--- config.mk ---
export PLATFORM = sky130hd
export DESIGN_NAME = segx_div_cell
export DESIGN_NICKNAME = d
export VERILOG_FILES = /design/src/hw/rtl/segx_div_cell.sv
export SDC_FILE = /design/constraint.sdc
export NUM_CORES = 1
export LEC_CHECK = 0
export BUFFER_PORTS_ARGS = -buffer_cell sky130_fd_sc_hd__buf_2
export CAP_MARGIN = 20
export CORE_AREA = 3 3 182 184
export CTS_CLUSTER_SIZE = 28
export DETAILED_ROUTE_END_ITERATION = 10
export DIE_AREA = 0 0 185 187
export GPL_TIMING_DRIVEN = 0
export SLEW_MARGIN = 10
export SYNTH_ARGS = -nofsm -noshare
export SYNTH_HDL_FRONTEND = slang
export SYNTH_SLANG_ARGS = --single-unit
--- constraint.sdc ---
create_clock -name clock -period 4 [get_ports clock]
set_input_delay 0.8 -clock clock [delete_from_list [all_inputs] [get_ports clock]]
set_output_delay 0.8 -clock clock [all_outputs]
set_load 0.005 [all_outputs]
--- src/hw/rtl/segx_div_cell.sv ---
// Divider cell: one restoring quotient bit for the x and y lanes, sideband carried along.
module segx_div_cell #(
   parameter int DEN_BITS  = 34,
   parameter int QUO_BITS  = 32,
   parameter int SIDE_BITS = 69
) (
   input  logic                 clock,
   input  logic                 reset,
   input  logic                 advance,
   input  logic                 valid_i,
   input  logic [DEN_BITS-1:0]  den_i,
   input  logic [DEN_BITS-1:0]  rem_x_i,
   input  logic [QUO_BITS-1:0]  dq_x_i,
   input  logic [DEN_BITS-1:0]  rem_y_i,
   input  logic [QUO_BITS-1:0]  dq_y_i,
   input  logic [SIDE_BITS-1:0] side_i,
   output logic                 valid_o,
   output logic [DEN_BITS-1:0]  den_o,
   output logic [DEN_BITS-1:0]  rem_x_o,
   output logic [QUO_BITS-1:0]  dq_x_o,
   output logic [DEN_BITS-1:0]  rem_y_o,
   output logic [QUO_BITS-1:0]  dq_y_o,
   output logic [SIDE_BITS-1:0] side_o
);

   logic [DEN_BITS:0]    trial_x, trial_y;
   logic [DEN_BITS+1:0]  diff_x, diff_y;
   logic                 borrow_x, borrow_y;
   logic [DEN_BITS-1:0]  rem_x_in, rem_y_in;
   logic [QUO_BITS-1:0]  dq_x_in, dq_y_in;

   logic                 valid_ff;
   logic [DEN_BITS-1:0]  den_ff, rem_x_ff, rem_y_ff;
   logic [QUO_BITS-1:0]  dq_x_ff, dq_y_ff;
   logic [SIDE_BITS-1:0] side_ff;

   // dq shifts dividend bits out at the top and quotient bits in at the bottom
   always_comb begin
      trial_x  = {rem_x_i, dq_x_i[QUO_BITS-1]};
      trial_y  = {rem_y_i, dq_y_i[QUO_BITS-1]};
      diff_x   = {1'b0, trial_x} - {2'b00, den_i};
      diff_y   = {1'b0, trial_y} - {2'b00, den_i};
      borrow_x = diff_x[DEN_BITS+1];
      borrow_y = diff_y[DEN_BITS+1];
      rem_x_in = borrow_x ? trial_x[DEN_BITS-1:0] : diff_x[DEN_BITS-1:0];
      rem_y_in = borrow_y ? trial_y[DEN_BITS-1:0] : diff_y[DEN_BITS-1:0];
      dq_x_in  = {dq_x_i[QUO_BITS-2:0], ~borrow_x};
      dq_y_in  = {dq_y_i[QUO_BITS-2:0], ~borrow_y};
   end

   always_ff @(posedge clock) begin
      if (reset) begin
         valid_ff <= 1'b0;
      end else if (advance) begin
         valid_ff <= valid_i;
      end
   end

   always_ff @(posedge clock) begin
      if (advance) begin
         den_ff   <= den_i;
         rem_x_ff <= rem_x_in;
         rem_y_ff <= rem_y_in;
         dq_x_ff  <= dq_x_in;
         dq_y_ff  <= dq_y_in;
         side_ff  <= side_i;
      end
   end

   assign valid_o = valid_ff;
   assign den_o   = den_ff;
   assign rem_x_o = rem_x_ff;
   assign rem_y_o = rem_y_ff;
   assign dq_x_o  = dq_x_ff;
   assign dq_y_o  = dq_y_ff;
   assign side_o  = side_ff;

endmodule
==> results.md <==
- For this run, design rule violations remaining after detail routing come to 0.
- The share of flip-flops with an asynchronous set or reset is 0.
- Sorting the synthesized cells by area gives the leading types as edfxtp_1 (61%), ha_1 (7.4%), mux2_4 (3.7%), a21oi_1 (3.1%), xnor2_1 (2.9%).
- The layout has 2926 filler cells.
- The first global-routing pass estimated 51.0 mm of wire.
- The share of total power dissipated in the clock network is 0.368.
- The worst setup path is captured at a flip-flop.
- The number of nets with antenna violations after routing is 0.
- The run finished with clean final reports.
- In this run the static leakage power is 6.89 nW.
- For this configuration, the core starts out at a cell density of 0.364.
- Of the synthesized area, sequential elements account for 0.616.
- The count of flip-flops with a built-in enable after synthesis is 235.
- Timing would allow up to 266 MHz.
- The final routed wire length divided by cell count is 19.9 um.
- The die is 185 um wide.
- The leading register cell type out of synthesis is edfxtp_1.
- The global-route congestion overflow total is 0.
- The synthesized area is 0.0115 sq mm.
- For the worst-skew pair, the clock arrives at the later sink with an insertion delay of 540 ps.
- The floorplan has 65 rows.
- The peak supply drop is 0.270 mV.
- edfxtp_1 is the most common cell in the netlist.
- The number of buffers on the longest clock path is 3.
- Using the TritonRoute via totals, the vias-per-cell ratio works out to 4.91.
- Summed over all nets, the half-perimeter wirelength after detailed placement is 28.0 mm.
- The number of global-route vias before repair came to 8751.
- Yosys printed 0 warnings.
- The total internal power is 0.00525 W.
- From bottom edge to top edge, the die measures 187 um.
- By count the netlist is led by edfxtp_1 (235), a21oi_1 (71), ha_1 (68), inv_1 (52), nor2_1 (51).
- After the first detailed-routing iteration, the DRC count stood at 427.
- The endpoint required time on the critical path is 4290 ps.
- For this block, the routed nets add up to 35.1 mm of wire.
- Once layout is complete, the utilization of the core stands at 0.487.
- The first TritonRoute pass finished after 5 iterations.
- Routability-driven placement finished with a final weighted congestion of 0.915.
- The number of cells in the design after placement is 1707.
- In this run the worst path has a maximum fanout of 4.
- The minimum clock period is 3760 ps.
- The cell count after synthesis is 829.
- The core region is 0.0316 sq mm.
- Clock-pin slew was measured on the worst setup and hold paths at 60 ps.
- Post-CTS timing repair inserted 0 buffers for setup.
- Across the run, the number of max-cap violations was 0.
- The accumulated negative setup slack is 0 ps.
- The maximum level of the CTS H-tree is 1.
- In this run the tightest slew margin relative to its limit is 0.595.
- In the finished design, the share of the clock period the worst path needs comes to 0.939.
- The number of pins with negative max-slew slack in the final report came to 0.
- The share of synthesized area in the top cell type comes to 0.614.
- The area used by multi-input combinational logic is 0.00413 sq mm.
- The clock buffer count from CTS is 27.
- Summing all flip-flop and latch instances after layout gives 0.00708 sq mm.
- Setup repair after global routing left no endpoint under its margin.
- Of the total power, the share spent switching nets is 0.253.
- The startpoint type of the worst setup path is an input pin.
- The final net count is 1643.
- The number of endpoints with negative hold slack in the final report was 0.
- The proportion of layout cells with a drive suffix above 1 is 0.431.
- The kind of critical path is input pin to flip-flop.
- The number of ports placed on the die boundary is 475.
- The detailed-route via count is 8652.
- The worst hold path belongs to the class input pin to flip-flop.
- Summed over all nets, the switching power comes to 0.00178 W.
- In this run the tool buffered the top-level ports with 474 buffer cells.
- Setup violations remaining at the end of the flow were counted as 0.
- The number of antenna violations at the first check in global routing came to 6.
- The synthesized area per cell is 13.9 sq um.
- For the pin with the worst max-slew slack, the measured transition is 608 ps.
- The post-route clock skew is 0 ps.
- The clock sink total is 236.
- The proportion of power drawn by flip-flops and latches is 0.440.
- The share of total power dissipated in combinational logic is 0.192.
- CTS placed an instance of clkbuf_16 at the clock tree root.
- In this run, synthesis produced a sequential element count of 236.
- The clock tree from TritonCTS is done.
- Power spread over the standard cell area amounts to 457 mW/mm^2.
- The pin count of the biggest net entering global routing is 111.
- Across every metal layer, demand over resource in global routing totals 0.191.
- The post-synthesis to final-layout area growth is 33.8%.
- Counting distinct cell types in the post-synthesis netlist gives 66.
- The post-synthesis net count is 1138.
- The arrival time of the worst setup path is 4050 ps.
- The synthesized design spends more area on one cell type than any other, namely edfxtp_1.
- The die covers 0.0346 sq mm.
- The finished layout holds 1761 standard cells, fillers aside.
-- layer usage --
layer	wire, um	global-route usage	up-vias
li1	-	-	4172
met1	13600	0.220	4100
met2	17400	0.337	312
met3	3050	0.0587	64
met4	998	0.0592	4
met5	32	0	-
-- area by class of cell --
| cell class | instances | share of cell area |
|---|---|---|
| sequential | 236 | 0.460 |
| multi-input combinational | 525 | 0.268 |
| timing repair buffer | 476 | 0.158 |
| clock buffer | 33 | 0.0454 |
| tap | 402 | 0.0327 |
| clock inverter | 17 | 0.0152 |
| inverter | 52 | 0.0127 |
| buffer | 16 | 0.00618 |
| antenna | 4 | 0.000651 |
-- stage by stage --
stage / total power, W / hold WS (ps) / area, sq um / setup slack [ps]
2_1_floorplan: 0.00387 / 485 / 11500 / 607
3_3_place_gp: 0.00449 / 476 / 14400 / -1190
3_5_place_dp: 0.00450 / 497 / 14400 / -375
4_1_cts: 0.00712 / 398 / 15400 / 161
5_1_grt: 0.00738 / 397 / 15400 / 0.542
6_report: 0.00703 / 431 / 15400 / 242
-- state kept, by name (all words and copies together) (netlist names) --
signal / cells
den_o: 34
side_o: 69
dq_y_o: 32
rem_y_o: 34
dq_x_o: 32
rem_x_o: 34
valid_o: 1
-- worst max-delay path, cell delays in order --
cell	delay, ps
buf_2	110
ha_1	220
inv_1	70
fa_1	230
a211o_1	150
o211ai_1	170
a211oi_1	530
o22ai_2	270
o311ai_4	440
a31oi_1	190
o21ai_0	430
xor2_1	130
mux2_4	280
-- kinds of logic (layout without fill, tap and decap cells) --
kind of cell,Yosys count,count (layout),share of synthesized area
xor gates and xnor gates,61,61,0.0465
AOI/OAI and AO/OA,213,213,0.127
muxes,44,44,0.0521
and+or+nand+nor,137,137,0.0558
other,0,4,0
buffers and inverters,68,594,0.0253
DFF,236,236,0.616
adders and majority gates,70,70,0.0775
-- layout by cell type, fill, tap and decap left out, types with 7 or more instances in the layout --
| master | netlist | routed |
|---|---|---|
| a21o_1 | 36 | 36 |
| a21oi_1 | 71 | 71 |
| a31oi_1 | 9 | 9 |
| buf_2 | 4 | 477 |
| clkbuf_1 | 7 | 13 |
| clkbuf_16 | 0 | 27 |
| edfxtp_1 | 235 | 235 |
| ha_1 | 68 | 68 |
| inv_1 | 52 | 52 |
| mux2_2 | 14 | 14 |
| mux2_4 | 28 | 28 |
| nand2_1 | 34 | 34 |
| nand3_1 | 11 | 11 |
| nor2_1 | 51 | 51 |
| o211ai_1 | 7 | 7 |
| o21a_1 | 9 | 9 |
| o21ai_0 | 25 | 25 |
| o21bai_1 | 11 | 11 |
| xnor2_1 | 38 | 38 |
| xor2_1 | 23 | 23 |
-- power groups by stage --
stage	combinational [W]	sequential (W)	clock [W]
2_1_floorplan	0.000682	0.00318	0
3_3_place_gp	0.00134	0.00315	0
3_5_place_dp	0.00136	0.00314	0
4_1_cts	0.00137	0.00309	0.00266
5_1_grt	0.00149	0.00311	0.00277
6_report	0.00135	0.00309	0.00258
-- path summary, 6_finish.rpt --
| path | startpoint | to | slack (ps) | cells after the start |
|---|---|---|---|---|
| max reg2reg | valid_o | valid_o | 3410 | 2 |
| min reg2reg | valid_o | valid_o | 520 | 2 |
| max | den_i[0] | rem_x_o[32] | 240 | 13 |
| min | side_i[9] | side_o[9] | 430 | 1 |
-- timing repair --
action,4_1_cts,5_1_grt
resized for setup,0,1
endpoints found under the setup margin,0,22
hold buffers,0,0
Power figures use the tool's default switching activity.
